===== src/rtl/stock_span_monotonic_stack_core_macros.svh =====
// Assertion macros shared by the stock span modules.
`ifndef STOCK_SPAN_MONOTONIC_STACK_CORE_MACROS_SVH
`define STOCK_SPAN_MONOTONIC_STACK_CORE_MACROS_SVH

// Same-cycle implication, checked on every rising edge outside reset.
`define SSMS_ASSERT_IMP(label, clk, rst_n, ante, cons) \
	label: assert property (@(posedge clk) disable iff (!rst_n) (ante) |-> (cons)) \
		else $error("stock span: same-cycle check failed");

// Next-cycle implication, checked on every rising edge outside reset.
`define SSMS_ASSERT_NEXT(label, clk, rst_n, ante, cons) \
	label: assert property (@(posedge clk) disable iff (!rst_n) (ante) |=> (cons)) \
		else $error("stock span: next-cycle check failed");

`endif


===== src/rtl/ssms_pkg.sv =====
// Constants and types shared by the stock span modules.
package ssms_pkg;

	localparam int MAX_ITEMS   = 1024;
	localparam int PRICE_BITS  = 16;
	localparam int IDX_BITS    = $clog2(MAX_ITEMS);
	localparam int CNT_BITS    = $clog2(MAX_ITEMS + 1);
	localparam int SPAN_BITS   = 11;
	localparam int ENTRY_BITS  = PRICE_BITS + IDX_BITS;
	localparam int QUEUE_DEPTH = 2;
	localparam int QPTR_BITS   = $clog2(QUEUE_DEPTH);
	localparam int QCNT_BITS   = $clog2(QUEUE_DEPTH + 1);

	// One classified item as it travels from the front end to the stack engine.
	typedef struct packed {
		logic [PRICE_BITS-1:0] price;
		logic                  start;
		logic                  ovf;
		logic [IDX_BITS-1:0]   idx;
	} item_t;

endpackage


===== src/rtl/ssms_front.sv =====
// Front end: accepts beats, tracks the series position and queues tagged items.
`include "stock_span_monotonic_stack_core_macros.svh"

module ssms_front (
	input  logic                            clk,
	input  logic                            arst_n,
	input  logic [15:0]                     price,
	input  logic                            series_start,
	input  logic                            in_valid,
	output logic                            in_ready,
	output logic                            q_valid,
	input  logic                            q_ready,
	output ssms_pkg::item_t                 q_item
);

	logic [ssms_pkg::CNT_BITS-1:0]  count_q;
	logic [ssms_pkg::CNT_BITS-1:0]  pos;
	logic                           is_ovf;
	logic                           push;
	logic                           pop;
	ssms_pkg::item_t                new_item;
	ssms_pkg::item_t                slot_q [ssms_pkg::QUEUE_DEPTH];
	logic [ssms_pkg::QPTR_BITS-1:0] wr_ptr_q;
	logic [ssms_pkg::QPTR_BITS-1:0] rd_ptr_q;
	logic [ssms_pkg::QCNT_BITS-1:0] used_q;

	assign in_ready = (used_q != ssms_pkg::QCNT_BITS'(ssms_pkg::QUEUE_DEPTH));
	assign q_valid  = (used_q != '0);
	assign q_item   = slot_q[rd_ptr_q];
	assign push     = in_valid & in_ready;
	assign pop      = q_valid & q_ready;

	// A series start makes this item element 0 whatever came before.
	assign pos    = series_start ? '0 : count_q;
	assign is_ovf = (pos == ssms_pkg::CNT_BITS'(ssms_pkg::MAX_ITEMS));

	always_comb begin
		new_item.price = price[ssms_pkg::PRICE_BITS-1:0];
		new_item.start = series_start;
		new_item.ovf   = is_ovf;
		new_item.idx   = pos[ssms_pkg::IDX_BITS-1:0];
	end

	always_ff @(posedge clk or negedge arst_n) begin
		if (!arst_n) begin
			count_q  <= '0;
			wr_ptr_q <= '0;
			rd_ptr_q <= '0;
			used_q   <= '0;
		end else begin
			if (push) begin
				// The position saturates once the series is too long.
				count_q  <= is_ovf ? pos : pos + 1'b1;
				wr_ptr_q <= (wr_ptr_q == ssms_pkg::QPTR_BITS'(ssms_pkg::QUEUE_DEPTH - 1)) ?
					'0 : wr_ptr_q + 1'b1;
			end
			if (pop) begin
				rd_ptr_q <= (rd_ptr_q == ssms_pkg::QPTR_BITS'(ssms_pkg::QUEUE_DEPTH - 1)) ?
					'0 : rd_ptr_q + 1'b1;
			end
			if (push && !pop) begin
				used_q <= used_q + 1'b1;
			end else if (pop && !push) begin
				used_q <= used_q - 1'b1;
			end
		end
	end

	always_ff @(posedge clk) begin
		if (push) begin
			slot_q[wr_ptr_q] <= new_item;
		end
	end

	`SSMS_ASSERT_IMP(a_queue_bound, clk, arst_n, 1'b1, used_q <= ssms_pkg::QUEUE_DEPTH)
	`SSMS_ASSERT_IMP(a_count_bound, clk, arst_n, 1'b1, count_q <= ssms_pkg::MAX_ITEMS)
	`SSMS_ASSERT_NEXT(a_count_step, clk, arst_n, push && !series_start && !is_ovf, count_q == $past(count_q) + 1'b1)

endmodule


===== config.mk =====
export PLATFORM = sky130hd
export DESIGN_NAME = ssms_front
export DESIGN_NICKNAME = d
export VERILOG_FILES = /design/src/rtl/ssms_pkg.sv /design/src/rtl/ssms_front.sv
export VERILOG_INCLUDE_DIRS = /design/src /design/src/rtl
export SDC_FILE = /design/constraint.sdc
export NUM_CORES = 1
export LEC_CHECK = 0
export BUFFER_PORTS_ARGS = -buffer_cell sky130_fd_sc_hd__buf_2
export CAP_MARGIN = 10
export CORE_MARGIN = 2
export CORE_UTILIZATION = 50
export CTS_BUF_LIST = sky130_fd_sc_hd__clkbuf_4 sky130_fd_sc_hd__clkbuf_8 sky130_fd_sc_hd__clkbuf_16
export DETAILED_ROUTE_END_ITERATION = 12
export PLACE_DENSITY = 0.72
export SLEW_MARGIN = 20
export SYNTH_ARGS = -nofsm -noshare
export SYNTH_HDL_FRONTEND = slang
export SYNTH_SLANG_ARGS = --single-unit

===== constraint.sdc =====
create_clock -name clk -period 4.6 [get_ports clk]
set_input_delay 0.46 -clock clk [delete_from_list [all_inputs] [get_ports clk]]
set_output_delay 0.46 -clock clk [all_outputs]
set_load 0.01 [all_outputs]

==> flow_metrics.py <==
metrics = {
    "global_route": {
        "grt_pass1_wl_mm": 7.493,
        "grtUsageTotal_pct": 15.97,
        "gr-total-overflow": 0,
        "grt_max_degree": 30,
        "antenna_found_initial": 0,
        "first_global_vias": 1603,
    },
    "cts": {
        "path_clk_slew_ns": 0.07,
        "cts_setup_buffers": 0,
        "clk_latency_ns": 0.33,
        "clk_path_buf_depth": 2,
        "cts_sinks": 71,
        "cts_hold_buf": 0,
        "cts_buffers": 9,
        "cts_repair_resize_count": 0,
        "cts_tree": "built",
        "cts-root-buf": "clkbuf_8",
        "cts_max_level": 3,
    },
    "routing": {
        "route.detailed.drc": 0,
        "ant_nets": 0,
        "wirelength_mm": 4.620,
        "vias": 1655,
        "first_iter_violations": 72,
        "drt-wirelength-per-cell_um": 14.53,
        "drt_first_pass_iters": 4,
        "via_per_inst": 5.204,
    },
    "worst_setup_path": {
        "worstSetupEndpointType": "primary output",
        "path_max_fanout": 29,
        "r2r_slack_ns": 2.69,
        "cp-startpoint": "rd_ptr_q",
        "critPathLaunchType": "flop",
        "worstPathArrival_ns": 1.68,
        "path_cells": "mux2_2 -> buf_2",
        "cp_data_required_time_ns": 4.14,
        "r2r_start": "used_q[0]",
        "cp-endpoint": "q_item[1]",
        "crit_cells": 2,
        "critPathMaxStageDelay_ns": 0.79,
        "cpLargestDelayFamily": "flip-flops",
        "r2r_cells": 8,
        "crit_type": "flop to primary output",
        "r2r-end": "used_q[1]",
        "critPathBufInv": 1,
        "slowest_stage": "dfrtp_2",
    },
    "sta": {
        "rsz0062_at_grt": "false",
        "tns_ns": 0,
        "hold_ws_ns": 0.02277,
        "slew_headroom_pct": 57.02,
        "slew_violations": 0,
        "final_hold_viol_count": 0,
        "period_needed_ns": 2.140,
        "clock_skew_ns": 0.005211,
        "fin_crit_sh_pct": 46.53,
        "tightestPinTransition_ns": 0.6448,
        "finalSetupViolations": 0,
        "max_freq_mhz": 467.2,
    },
    "yosys": {
        "syn-cell-area_sq_um": 2934,
        "ys_top_cells_by_area": "edfxtp_1 57%, dfrtp_1 13%, mux2_2 11%",
        "synth-warning-count": 0,
        "synth-seq-cells": 71,
        "synth_cells": 187,
        "ys_async_sr_fraction_pct": 21.13,
        "yosysTopAreaCellShare_pct": 57.31,
        "syn-num-nets": 209,
        "synth-edff-count": 56,
        "seq_area_frac_synth_pct": 70.11,
        "synth_cell_types": 37,
        "synth.avg_cell_area_sq_um": 15.69,
        "synth_area_leader_cell": "edfxtp_1",
        "synth_ff_type": "edfxtp_1",
    },
    "final_layout": {
        "n_antenna_cell": 0,
        "finalNonFillerCells": 318,
        "fin_nets": 265,
        "syn_to_final_growth_pct": 17.31,
        "drive_gt1_share_pct": 43.09,
    },
    "die": {
        "core_area_sq_um": 5574,
        "io-pin-count": 51,
        "num_rows": 27,
        "die_w_um": 80.61,
        "fp.dieH_um": 80.61,
        "die_area_sq_um": 6497,
        "start_util_pct": 52.64,
    },
    "power_and_ir_drop": {
        "cellLeakagePower_nw": 1.345,
        "power_w": 0.002066,
        "power_density_nw_per_um2": 600.1,
        "vdd_drop_max_mv": 0.3213,
    },
    "placement": {
        "dp_hpwl_mm": 2.891,
        "gp_congestion": 0.7551,
        "io_buffers": 50,
        "dp_cells": 304,
    },
    "job": {
        "drv_cap": 0,
    },
    "worst_hold_path": {
        "hold_class": "input port to asynchronous set/reset pin",
    },
    "run_status": {
        "status": "finished, final reports clean",
    },
}
-- Yosys cell counts, drive strengths merged (2+ instances only) --
master  instances
nor3            5
clkbuf          2
inv             5
nor2            8
edfxtp         56
and3            3
nor2b          10
xnor2           3
a221o           2
nand3           3
dfrtp          15
xor2            2
buf             5
mux2           29
nand2          13
o21ai           6
mux2i           4
nor4            4
-- registers in the layout, summed over array words and instances, names as in the netlist --
register	cells
count_q	11
rd_ptr_q	1
slot_q	56
used_q	2
wr_ptr_q	1
-- logic make-up (layout without fill, tap and decap cells) --
group / Yosys count / count (layout) / share of synthesized area, %
AOI/OAI and AO/OA: 15 / 15 / 3.668
and+or+nand+nor: 50 / 50 / 10.11
muxes: 33 / 33 / 12.49
adders and majority gates: 1 / 1 / 0.4264
buffers and inverters: 12 / 71 / 1.706
DFF: 71 / 71 / 70.11
xor gates and xnor gates: 5 / 5 / 1.493
-- routing by layer --
| metal | track usage (%) | vias to the layer above | wire, um |
|---|---|---|---|
| met4 | 7.627 | 0 | 74 |
| met1 | 19.37 | 797 | 2081 |
| met5 | 0 | - | 0 |
| met2 | 25.50 | 42 | 2175 |
| met3 | 5.618 | 7 | 287 |
| li1 | - | 809 | - |
-- cell type report --
cell class	instances	area, sq um
Fill cell	427	2132
Sequential cell	71	2058
Multi-Input combinational cell	104	829.5
Timing Repair Buffer	52	265.3
Clock buffer	10	131.4
Tap cell	72	90.09
Clock inverter	4	48.80
Inverter	5	18.77
-- per-stage QoR --
stage / setup WS, ns / instance area, sq um / utilization (%)
final: 2.460 / 3442 / 61.75
after global routing: 2.369 / 3442 / 61.75
after CTS: 2.423 / 3442 / 61.75
after detailed placement: 2.702 / 3262 / 58.52
after global placement: 2.427 / 3261 / 58.50
after floorplan: 2.077 / 2934 / -
-- cell usage in the layout (no fill, tap or decap), types with 2 or more instances in the layout --
master	n
inv_2	2
nand2_1	12
and3_1	3
nor2_1	7
a221o_1	2
clkinv_2	2
nor2b_1	9
xnor2_1	3
o21ai_0	5
edfxtp_1	56
buf_2	50
dfrtp_1	14
inv_1	3
mux2i_1	4
mux2_2	29
clkbuf_8	9
nand3_1	3
nor4_1	3
buf_4	2
xor2_1	2
nor3_1	4
-- worst register-to-register path, delay by kind of cell (launching register included) --
family	cells	cell delay, ns
and+or+nand+nor	3	0.65
DFF	1	0.43
xor gates and xnor gates	2	0.29
buffers and inverters	2	0.23
adders and majority gates	1	0.23
-- worst min-delay path by stage --
stage / startpoint / to / slack (ns) / cells past startpoint
2_1_floorplan: arst_n / count_q[0] / 0.16 / 0
3_3_place_gp: arst_n / used_q[0] / 0.39 / 1
3_5_place_dp: arst_n / used_q[0] / 0.38 / 1
4_1_cts: arst_n / count_q[9] / 0.01 / 1
5_1_grt: arst_n / count_q[9] / 0.03 / 1
6_report: arst_n / wr_ptr_q / 0.02 / 1
-- power breakdown --
| group | leakage [nW] | switching, W | internal, W |
|---|---|---|---|
| Combinational | 0.534 | 0.000299 | 0.000294 |
| Clock | 0.0954 | 0.000204 | 0.000249 |
| Sequential | 0.715 | 0.000132 | 0.000887 |
| Total | 1.34 | 0.000635 | 0.00143 |
Note: power is estimated with default switching activity, not from simulation.
